--- src/rtl/core/aac_pkg.sv ---
// Shared types and constants for the ADC averaging calibrator.
// No dependencies; imported by adc_averaging_calibrator.
`default_nettype none

package aac_pkg;

  // Field widths fixed by the stream format
  localparam int unsigned ACT_W = 2;
  localparam int unsigned RD_W  = 10;
  localparam int unsigned FS_W  = 16;
  localparam int unsigned MV_W  = 16;
  localparam int unsigned CFG_IDX_W = 8;
  localparam int unsigned CFG_DAT_W = 16;

  // Action codes carried in s_axis_tuser
  localparam logic [ACT_W-1:0] ACT_START   = 2'd0;
  localparam logic [ACT_W-1:0] ACT_SAMPLE  = 2'd1;
  localparam logic [ACT_W-1:0] ACT_CONVERT = 2'd2;

  // Configuration register indexes
  localparam logic [CFG_IDX_W-1:0] REG_SAVED_CAL = 8'd0;
  localparam logic [CFG_IDX_W-1:0] REG_FULL_SCALE = 8'd1;

  // Reset value of full_scale_millivolts
  localparam logic [FS_W-1:0] FS_RESET = 16'd10000;
  localparam logic [MV_W-1:0] MV_MAX   = 16'hFFFF;

endpackage : aac_pkg

`default_nettype wire

--- src/rtl/core/adc_averaging_calibrator.sv ---
// ADC averaging calibrator: calibration averaging and millivolt conversion.
// Depends on aac_pkg for widths, action codes and register indexes.
`default_nettype none

// Takes one beat at a time and answers each with exactly one result beat. A start beat,
// an ignored sample, or a convert with a zero calibration value goes straight to S_DONE,
// and its result is loaded into the output register once that register is free. The
// sample that completes a calibration runs the shared restoring divider in S_DIV
// (sum / SAMPLE_COUNT), then S_FIN and S_DONE; a convert passes S_MUL (the 16x10
// multiplier), then the same divider, S_FIN and S_DONE.
// The divider retires one quotient bit per cycle; s_axis_tready
// is low while an item is in the sequencer. The result sits in an output register, so
// the next beat is accepted while it waits. Configuration writes are always accepted
// and must be issued while the block is idle; writing saved_calibration reloads the
// calibration value at once.
module adc_averaging_calibrator
  import aac_pkg::*;
#(
  parameter int unsigned SAMPLE_COUNT = 100,
  parameter int unsigned ADC_BITS     = 10
) (
  input  wire logic                 clk_i,
  input  wire logic                 rst_ni,
  // configuration write channel
  input  wire logic                 cfg_valid_i,
  output logic                      cfg_ready_o,
  input  wire logic [CFG_IDX_W-1:0] cfg_index_i,
  input  wire logic [CFG_DAT_W-1:0] cfg_data_i,
  // input stream
  input  wire logic                 s_axis_tvalid,
  output logic                      s_axis_tready,
  input  wire logic [15:0]          s_axis_tdata,   // [9:0] reading, [15:10] zero
  input  wire logic [ACT_W-1:0]     s_axis_tuser,   // [1:0] action
  // result stream
  output logic                      m_axis_tvalid,
  input  wire logic                 m_axis_tready,
  output logic [31:0]               m_axis_tdata    // [15:0] millivolts, [16] saturated,
                                                    // [17] divide_error, [18] in_progress,
                                                    // [19] store_strobe,
                                                    // [29:20] current_calibration,
                                                    // [31:30] zero
);

  // Derived widths
  localparam int unsigned CNT_W  = $clog2(SAMPLE_COUNT + 1);
  localparam int unsigned SUM_W  = RD_W + CNT_W;
  localparam int unsigned DV_W   = RD_W;
  localparam int unsigned DIVD_W = FS_W + RD_W;
  localparam int unsigned ITER_W = $clog2(DIVD_W);
  localparam logic [RD_W-1:0] ADC_MASK =
    (ADC_BITS >= RD_W) ? {RD_W{1'b1}} : RD_W'((1 << ADC_BITS) - 1);
  localparam logic [CNT_W-1:0] CNT_TARGET = CNT_W'(SAMPLE_COUNT);
  localparam logic [DV_W-1:0]  AVG_DIVISOR = DV_W'(SAMPLE_COUNT);
  localparam logic [ITER_W-1:0] ITER_LAST = ITER_W'(DIVD_W - 1);

  // Sequencer states
  localparam logic [2:0] S_IDLE = 3'd0;
  localparam logic [2:0] S_MUL  = 3'd1;
  localparam logic [2:0] S_DIV  = 3'd2;
  localparam logic [2:0] S_FIN  = 3'd3;
  localparam logic [2:0] S_DONE = 3'd4;

  logic [2:0]        state_q;
  logic              calib_q;
  logic [SUM_W-1:0]  sum_q;
  logic [CNT_W-1:0]  cnt_q;
  logic [RD_W-1:0]   cal_q;
  logic [FS_W-1:0]   fs_q;
  logic              avg_op_q;     // divider runs an average, not a conversion
  logic [ITER_W-1:0] iter_q;

  // divider datapath
  logic [DV_W-1:0]   rem_q;
  logic [DIVD_W-1:0] quo_q;
  logic [DV_W-1:0]   dvs_q;
  logic [RD_W-1:0]   rd_q;

  // pending result
  logic [MV_W-1:0]   res_mv_q;
  logic              res_sat_q;
  logic              res_derr_q;
  logic              res_prog_q;
  logic              res_strb_q;
  logic [RD_W-1:0]   res_cal_q;

  // output register
  logic              out_vld_q;
  logic [31:0]       out_dat_q;

  logic              in_beat;
  logic              out_free;
  logic [RD_W-1:0]   rd_masked;
  logic [SUM_W-1:0]  sum_d;
  logic [CNT_W-1:0]  cnt_d;
  logic [DV_W:0]     shifted;
  logic [DV_W:0]     diff;
  logic              take;
  logic [DV_W-1:0]   rem_d;
  logic [DIVD_W-1:0] prod;

  assign cfg_ready_o   = 1'b1;
  assign s_axis_tready = (state_q == S_IDLE);
  assign in_beat       = s_axis_tvalid && s_axis_tready;
  assign out_free      = !out_vld_q || m_axis_tready;
  assign m_axis_tvalid = out_vld_q;
  assign m_axis_tdata  = out_dat_q;

  assign rd_masked = s_axis_tdata[RD_W-1:0] & ADC_MASK;
  assign sum_d     = sum_q + SUM_W'(rd_masked);
  assign cnt_d     = cnt_q + CNT_W'(1);

  // one restoring division step: shift in the next dividend bit, trial subtract
  assign shifted = {rem_q, quo_q[DIVD_W-1]};
  assign diff    = shifted - {1'b0, dvs_q};
  assign take    = !diff[DV_W];
  assign rem_d   = take ? diff[DV_W-1:0] : shifted[DV_W-1:0];

  // product for conversion, registered into the dividend in S_MUL
  assign prod = DIVD_W'(fs_q) * DIVD_W'(rd_q);

  // control state, calibration state and configuration
  always_ff @(posedge clk_i or negedge rst_ni) begin
    if (!rst_ni) begin
      state_q   <= S_IDLE;
      calib_q   <= 1'b0;
      sum_q     <= '0;
      cnt_q     <= '0;
      cal_q     <= '0;
      fs_q      <= FS_RESET;
      avg_op_q  <= 1'b0;
      iter_q    <= '0;
      out_vld_q <= 1'b0;
    end else begin
      if (cfg_valid_i) begin
        case (cfg_index_i)
          REG_SAVED_CAL:  cal_q <= cfg_data_i[RD_W-1:0] & ADC_MASK;
          REG_FULL_SCALE: fs_q  <= cfg_data_i[FS_W-1:0];
          default: ;
        endcase
      end

      if (out_vld_q && m_axis_tready) begin
        out_vld_q <= 1'b0;
      end

      case (state_q)
        S_IDLE: begin
          if (in_beat) begin
            state_q <= S_DONE;
            case (s_axis_tuser)
              ACT_START: begin
                calib_q <= 1'b1;
                sum_q   <= '0;
                cnt_q   <= '0;
              end
              ACT_SAMPLE: begin
                if (calib_q) begin
                  sum_q <= sum_d;
                  cnt_q <= cnt_d;
                  if (cnt_d >= CNT_TARGET) begin
                    calib_q  <= 1'b0;
                    avg_op_q <= 1'b1;
                    iter_q   <= ITER_LAST;
                    state_q  <= S_DIV;
                  end
                end
              end
              ACT_CONVERT: begin
                if (cal_q != '0) begin
                  avg_op_q <= 1'b0;
                  state_q  <= S_MUL;
                end
              end
              default: ;
            endcase
          end
        end
        S_MUL: begin
          iter_q  <= ITER_LAST;
          state_q <= S_DIV;
        end
        S_DIV: begin
          iter_q <= iter_q - ITER_W'(1);
          if (iter_q == '0) begin
            state_q <= S_FIN;
          end
        end
        S_FIN: begin
          if (avg_op_q) begin
            cal_q <= quo_q[RD_W-1:0] & ADC_MASK;
          end
          state_q <= S_DONE;
        end
        S_DONE: begin
          if (out_free) begin
            out_vld_q <= 1'b1;
            state_q   <= S_IDLE;
          end
        end
        default: state_q <= S_IDLE;
      endcase
    end
  end

  // divider and result payload
  always_ff @(posedge clk_i) begin
    case (state_q)
      S_IDLE: begin
        if (in_beat) begin
          rd_q       <= rd_masked;
          dvs_q      <= cal_q;
          rem_q      <= '0;
          res_mv_q   <= '0;
          res_sat_q  <= 1'b0;
          res_derr_q <= 1'b0;
          res_strb_q <= 1'b0;
          res_cal_q  <= cal_q;
          res_prog_q <= calib_q;
          case (s_axis_tuser)
            ACT_START: res_prog_q <= 1'b1;
            ACT_SAMPLE: begin
              if (calib_q && (cnt_d >= CNT_TARGET)) begin
                res_prog_q <= 1'b0;
                res_strb_q <= 1'b1;
                dvs_q      <= AVG_DIVISOR;
                quo_q      <= DIVD_W'(sum_d);
              end
            end
            ACT_CONVERT: begin
              if (cal_q == '0) begin
                res_mv_q   <= MV_MAX;
                res_derr_q <= 1'b1;
              end
            end
            default: ;
          endcase
        end
      end
      S_MUL: quo_q <= prod;
      S_DIV: begin
        rem_q <= rem_d;
        quo_q <= {quo_q[DIVD_W-2:0], take};
      end
      S_FIN: begin
        if (avg_op_q) begin
          res_cal_q <= quo_q[RD_W-1:0] & ADC_MASK;
        end else if (|quo_q[DIVD_W-1:MV_W]) begin
          res_mv_q  <= MV_MAX;
          res_sat_q <= 1'b1;
        end else begin
          res_mv_q <= quo_q[MV_W-1:0];
        end
      end
      S_DONE: begin
        if (out_free) begin
          out_dat_q <= {2'b00, res_cal_q, res_strb_q, res_prog_q, res_derr_q,
                        res_sat_q, res_mv_q};
        end
      end
      default: ;
    endcase
  end

`ifndef NO_ASSERTIONS
  // a zero calibration value never reports saturation as well
  a_derr_not_sat: assert property (@(posedge clk_i) disable iff (!rst_ni)
    m_axis_tvalid |-> !(m_axis_tdata[17] && m_axis_tdata[16]))
    else $error("divide_error and saturated both set");

  // a divide error always carries full-scale millivolts
  a_derr_max: assert property (@(posedge clk_i) disable iff (!rst_ni)
    (m_axis_tvalid && m_axis_tdata[17]) |-> (m_axis_tdata[15:0] == MV_MAX))
    else $error("divide_error without full-scale result");

  // a store strobe ends the calibration
  a_strobe_ends: assert property (@(posedge clk_i) disable iff (!rst_ni)
    (m_axis_tvalid && m_axis_tdata[19]) |-> !m_axis_tdata[18])
    else $error("store_strobe while calibration still running");

  // the divider leaves its loop after the last quotient bit
  a_div_exit: assert property (@(posedge clk_i) disable iff (!rst_ni)
    (state_q == S_DIV && iter_q == '0) |=> (state_q == S_FIN))
    else $error("divider did not finish on its last step");
`endif

endmodule : adc_averaging_calibrator

`default_nettype wire
--- config.mk ---
export PLATFORM = sky130hd
export DESIGN_NAME = adc_averaging_calibrator
export DESIGN_NICKNAME = d
export VERILOG_FILES = /design/src/rtl/core/aac_pkg.sv /design/src/rtl/core/adc_averaging_calibrator.sv
export SDC_FILE = /design/constraint.sdc
export NUM_CORES = 1
export LEC_CHECK = 0
export BUFFER_PORTS_ARGS = -buffer_cell sky130_fd_sc_hd__buf_2
export CAP_MARGIN = 0
export CORE_ASPECT_RATIO = 1.2
export CORE_MARGIN = 2
export CORE_UTILIZATION = 28
export CTS_CLUSTER_SIZE = 14
export DETAILED_ROUTE_END_ITERATION = 6
export GPL_ROUTABILITY_DRIVEN = 1
export PLACE_DENSITY = 0.5
export SETUP_SLACK_MARGIN = 0.5
export SYNTH_ARGS = -nofsm -noshare
export SYNTH_HDL_FRONTEND = slang
export SYNTH_SLANG_ARGS = --single-unit
--- constraint.sdc ---
create_clock -name clk_i -period 11.8 [get_ports clk_i]
set_input_delay 1.18 -clock clk_i [delete_from_list [all_inputs] [get_ports clk_i]]
set_output_delay 1.18 -clock clk_i [all_outputs]
set_load 0.1 [all_outputs]
== Word-level counts from Yosys, hierarchy flattened ==
Cells that the tools add are included.

* Output and inout port bits: 35
* Logic and storage cells: 134
* Bits in registers: 177
* Bits of input ports: 47

* Multipliers: 1
* $add $sub $neg: 4
* Reduce and logical (&&, ||, !) cells: 31
* Eq/ne operators: 20
* Multiplexer cells: 57
* Order comparisons: 1

{| class="wikitable"
|+ Operators with widths
! kind !! count
|-
| $mux 10 || 10
|-
| $mux 16 || 5
|-
| $mux 26 || 3
|-
| $pmux 26 s3 || 1
|-
| $pmux 10 s2 || 2
|-
| $pmux 17 s2 || 1
|-
| $pmux 16 s2 || 1
|-
| $mul 16x10->26 || 1
|-
| $mux 5 || 4
|-
| $mux 3 || 6
|-
| $add 17x10->17 || 1
|-
| $mux 17 || 1
|-
| $ne 2x2->1 const B || 8
|-
| $pmux 3 s5 || 1
|-
| $pmux 5 s3 || 1
|-
| $mux 1 || 14
|-
| $pmux 7 s2 || 1
|-
| $reduce_and 3->1 || 4
|-
| $reduce_and 4->1 || 3
|-
| $sub 11x10->11 || 1
|-
| $logic_not 10->1 || 1
|-
| $ne 2x1->1 const B || 5
|-
| $reduce_bool 10->1 || 1
|-
| $reduce_or 10->1 || 1
|-
| other kinds (24) || 37
|}

== Logic depth before layout (Yosys ltp) ==
* Depth after elaboration: 7
* Depth in mapped cells: 20

== Worst setup path before layout ==
No wires, ideal clock.

* Path type: register -> register
* From: register rd_q[3]
* To: register quo_q[16] (data pin)
* Slack: 6351 ps
* Arrival time: 5180 ps
* Cell stages (with the launch flop): 21
* Setup time: 269 ps
* Clock period less this slack: 5449 ps
* Cell sequence: edfxtp_1 > clkbuf_1 > nand2_1 > fa_1 > inv_1 > fa_1 > inv_1 > fa_1 > inv_1 > fa_1 > inv_1 > fa_1 > inv_1 > ha_1 > nand3_1 > a2111oi_2 > o21a_1 > nor2_1 > or3b_1 > mux2i_1 > o211ai_1

* Longest elaborated chain between the ends: 2

{| class="wikitable"
|+ RTL lines
! element !! RTL line !! source
|-
| start, declared || adc_averaging_calibrator.sv:76 || <nowiki>logic [RD_W-1:0] rd_q;</nowiki>
|-
| start signal, assigned || adc_averaging_calibrator.sv:210 || <nowiki>rd_q <= rd_masked;</nowiki>
|-
| $mul 16x10->26 || adc_averaging_calibrator.sv:119 || <nowiki>assign prod = DIVD_W'(fs_q) * DIVD_W'(rd_q);</nowiki>
|-
| $pmux 26 s3 || adc_averaging_calibrator.sv:207 || <nowiki>case (state_q)</nowiki>
|-
| end signal, assigned || adc_averaging_calibrator.sv:226 || <nowiki>quo_q <= DIVD_W'(sum_d);</nowiki>
|-
| end signal, assigned || adc_averaging_calibrator.sv:239 || <nowiki>S_MUL: quo_q <= prod;</nowiki>
|-
| end signal, assigned || adc_averaging_calibrator.sv:242 || <nowiki>quo_q <= {quo_q[DIVD_W-2:0], take};</nowiki>
|-
| end, declared || adc_averaging_calibrator.sv:74 || <nowiki>logic [DIVD_W-1:0] quo_q;</nowiki>
|}

Every way passes these cells.
A chain may end at the register's enable or synchronous reset.

== Worst setup path in the final report ==
* From: register rd_q[2]
* To: register quo_q[25] (data pin)

Same word-level chain as after synthesis.

==> results.py <==
metrics = {
    "timing": {
        "slew_violations": 0,
        "relSlewSlack_pct": 19.9,
        "fin_crit_sh_pct": 52.6,
        "finalHoldViolCount": 0,
        "clock_skew_ns": 0.0300,
        "setup_viol": 0,
        "setup_tns_ns": 0,
        "tightest_slew_ns": 1.20,
        "max_freq_ghz": 0.161,
        "rsz0062_at_grt": "false",
        "min_period_ns": 6.21,
    },
    "route": {
        "first_iter_violations": 515,
        "wire_per_inst_microns": 16.4,
        "ant_nets": 0,
        "dr.pass1.iters": 7,
        "routed_wl_microns": 33100,
        "drc": 0,
        "vias": 9430,
        "vias_per_cell": 4.68,
    },
    "clock_network": {
        "clk_latency_ns": 0.46,
        "clkTransAtPathRegs_ns": 0.08,
        "htree_levels": 4,
        "cts_buffer_depth": 2,
        "cts_buffers": 17,
        "hold_buffers": 0,
        "cts_sinks": 177,
        "cts_setup_buffers": 0,
        "cts_resized": 0,
        "cts_tree": "done",
        "cts-root-buf": "clkbuf_16",
    },
    "global_routing": {
        "grt_start_max_net_pins": 62,
        "grt_remaining_overflow": 0,
        "antenna_found_initial": 0,
        "track_usage_pct": 13.9,
        "grt_pass1_vias": 9978,
        "grt_pass1_wl_microns": 54200,
    },
    "finish": {
        "fin_cells": 2015,
        "fin_nets": 1618,
        "n_fill_cell": 4996,
        "drive_gt1_share_pct": 11.7,
        "syn_to_final_growth_pct": 11.7,
    },
    "power": {
        "netSwitchingFraction_pct": 41.0,
        "p_int_uw": 1380,
        "seq_power_share_pct": 40.0,
        "pwr-share-clk_pct": 25.6,
        "p_per_area_mw_per_mm2": 155,
        "combPwrFrac_pct": 34.4,
        "switchingPower_uw": 957,
        "p_leak_uw": 0.00667,
        "vdd_drop_max_mv": 0.0746,
    },
    "setup_path": {
        "crit_path_max_incr_delay_ns": 0.87,
        "worstSetupPathType": "flop to flop",
        "cp-startpoint": "rd_q[2]",
        "crit_family": "adder cells",
        "cpMaxStageDelayCell": "edfxtp_1",
        "start_kind": "flop",
        "regToRegStartpoint": "rd_q[2]",
        "cp.required_ns": 11.98,
        "crit_fanout": 16,
        "r2r_end": "quo_q[25]",
        "reg2regPathDepth": 19,
        "critical_path_buf_inv_count": 5,
        "critPathArrivalTime_ns": 6.39,
        "rrSetupSlack_ns": 5.59,
        "cp_cell_sequence": "nand2_1 > fa_1 > inv_1 > fa_1 > inv_1 > fa_1 > inv_1 > fa_1 > inv_1 > fa_1 > inv_1 > ha_1 > a21oi_1 > o211ai_1 > nand3_1 > a2111oi_0 > o32ai_1 > xnor2_1 > o21ai_1",
        "critical_path.endpoint_type": "flop",
    },
    "synth": {
        "netlist.area_leader.share_pct": 25.7,
        "ys_seq_elements": 177,
        "ys_warn_count": 0,
        "synth_edf_count": 116,
        "synth_area_leader_cell": "edfxtp_1",
        "syn_inst": 1332,
        "syn-cell-area_sq_mm": 0.0135,
        "syn_avg_cell_area_sq_um": 10.2,
        "ys_async_sr_fraction_pct": 34.5,
        "synth_flop_cell": "edfxtp_1",
        "yosysSeqAreaShare_pct": 37.1,
        "yosysUniqueCellTypes": 78,
        "synth_area_leaders": "edfxtp_1, fa_1, dfrtp_1, ha_1, nand2_1",
    },
    "die": {
        "core_sq_mm": 0.0479,
        "dieArea_sq_mm": 0.0501,
        "start_util_pct": 28.2,
        "die_w_microns": 205,
        "row_count": 88,
        "die_h_microns": 245,
        "io_pins": 82,
    },
    "worst_hold_path": {
        "holdPathEnd": "m_axis_tdata[1]",
        "hp-class": "flop to flop",
        "min_path_cells": 0,
        "min_from": "res_mv_q[1]",
    },
    "status": {
        "outcome": "finished clean",
    },
    "placement": {
        "portBuffers": 72,
        "post-place-cells": 1982,
        "gp_congestion": 0.827,
        "hpwl_microns": 25300,
    },
    "run": {
        "maxCapViolCount": 0,
    },
}
-- worst max path at each step --
stage | depth (start not counted) | endpoint | slack (ns)
after global routing | 17 | quo_q[25] | 5.19
final | 19 | quo_q[25] | 5.59
after global placement | 17 | quo_q[25] | 5.68
after detailed placement | 17 | quo_q[25] | 5.66
after CTS | 17 | quo_q[25] | 5.62
after floorplan | 20 | quo_q[16] | 6.35
-- Yosys cell counts (all sizes together), types with 3 or more instances --
| library cell | n |
|---|---|
| a22oi | 10 |
| nand2 | 195 |
| nand3 | 14 |
| edfxtp | 116 |
| and3 | 4 |
| inv | 145 |
| or2 | 7 |
| clkbuf | 50 |
| o21a | 8 |
| o22ai | 4 |
| dfrtp | 56 |
| nor2 | 89 |
| or3 | 3 |
| nor4 | 7 |
| a21o | 11 |
| o221ai | 6 |
| o21ai | 65 |
| o31ai | 5 |
| o211ai | 7 |
| buf | 10 |
| a32oi | 3 |
| xnor2 | 25 |
| dfstp | 5 |
| mux2i | 23 |
| a31oi | 7 |
| nor2b | 10 |
| a21oi | 42 |
| or4 | 5 |
| a211oi | 9 |
| and2 | 85 |
| fa | 112 |
| mux2 | 19 |
| nand2b | 12 |
| ha | 88 |
| nand3b | 3 |
| nor3b | 3 |
| nand4 | 9 |
| a311oi | 3 |
| nor3 | 13 |
| xor2 | 15 |
-- registers in the layout, summed over array words and instances (netlist names), 3 cells and up --
name	count
state_q	3
dvs_q	10
iter_q	5
m_axis_tdata	30
rem_q	10
rd_q	10
cal_q	10
quo_q	26
sum_q	17
res_mv_q	16
res_cal_q	10
cnt_q	7
fs_q	16
-- stage by stage --
stage	util, %	setup slack, ns	area (sq um)	total power, uW	hold slack [ns]
floorplan	-	6.35	13500	1530	0.400
global placement	30.2	5.68	14500	1740	0.408
detailed placement	30.2	5.66	14500	1760	0.405
CTS	31.5	5.62	15100	2360	0.422
global route	31.5	5.19	15100	2480	0.433
finish	31.5	5.59	15100	2340	0.422
-- kinds of logic (layout without fill, tap and decap cells) --
logic type      count (synthesis)  after routing  synth area share, %
buf+inv                       205            256                 5.87
fa+ha+maj                     200            200                 24.7
compound gates                201            201                 10.0
xor+xnor                       40             40                 2.59
simple gates                  465            465                 16.4
mux                            42             42                 3.28
other cells                     2              4               0.0555
flops                         177            177                 37.1
-- per-layer routing --
metal | wire length [microns] | GRT usage (%) | vias up
met1 | 14900 | 17.6 | 4723
met5 | 0 | 0 | -
li1 | - | - | 4534
met2 | 16700 | 24.6 | 138
met4 | 653 | 4.62 | 0
met3 | 876 | 1.54 | 35
-- cell usage in the layout (no fill, tap or decap), types with 6 or more instances in the layout --
master	count
o21a_1	8
inv_1	145
a21oi_1	41
fa_1	112
xor2_1	15
dfrtp_1	56
o211ai_1	7
buf_2	72
nand2b_1	12
buf_4	7
mux2i_1	23
nand4_1	9
nand3_1	14
nor2_1	88
o21ai_1	7
and2_1	84
xnor2_1	25
o221ai_1	6
clkbuf_16	17
nand2_1	195
mux2_2	19
nor3_1	12
o21ai_0	57
nor2b_1	8
a21o_1	11
edfxtp_1	116
a22oi_1	10
a31oi_1	6
or2_2	7
nor4_1	7
ha_1	88
-- final cells by class --
type                    instances  area [sq um]  area share, %
repair buffers                 79           413           2.73
multi-input cells             951          7730           51.2
flip-flops and latches        177          5020           33.2
clock buffers                  18           429           2.84
well taps                     630           788           5.22
diodes                          1          2.50         0.0166
clock inverters                14           185           1.23
inverters                     145           544           3.60
-- power by group through the flow --
stage	registers [uW]	logic [uW]	clock network, uW
final	934	803	598
after global routing	951	896	638
after detailed placement	947	808	0
after global placement	945	797	0
after CTS	935	812	618
after floorplan	1010	524	0
No activity file was read; power rests on OpenSTA's default activity.
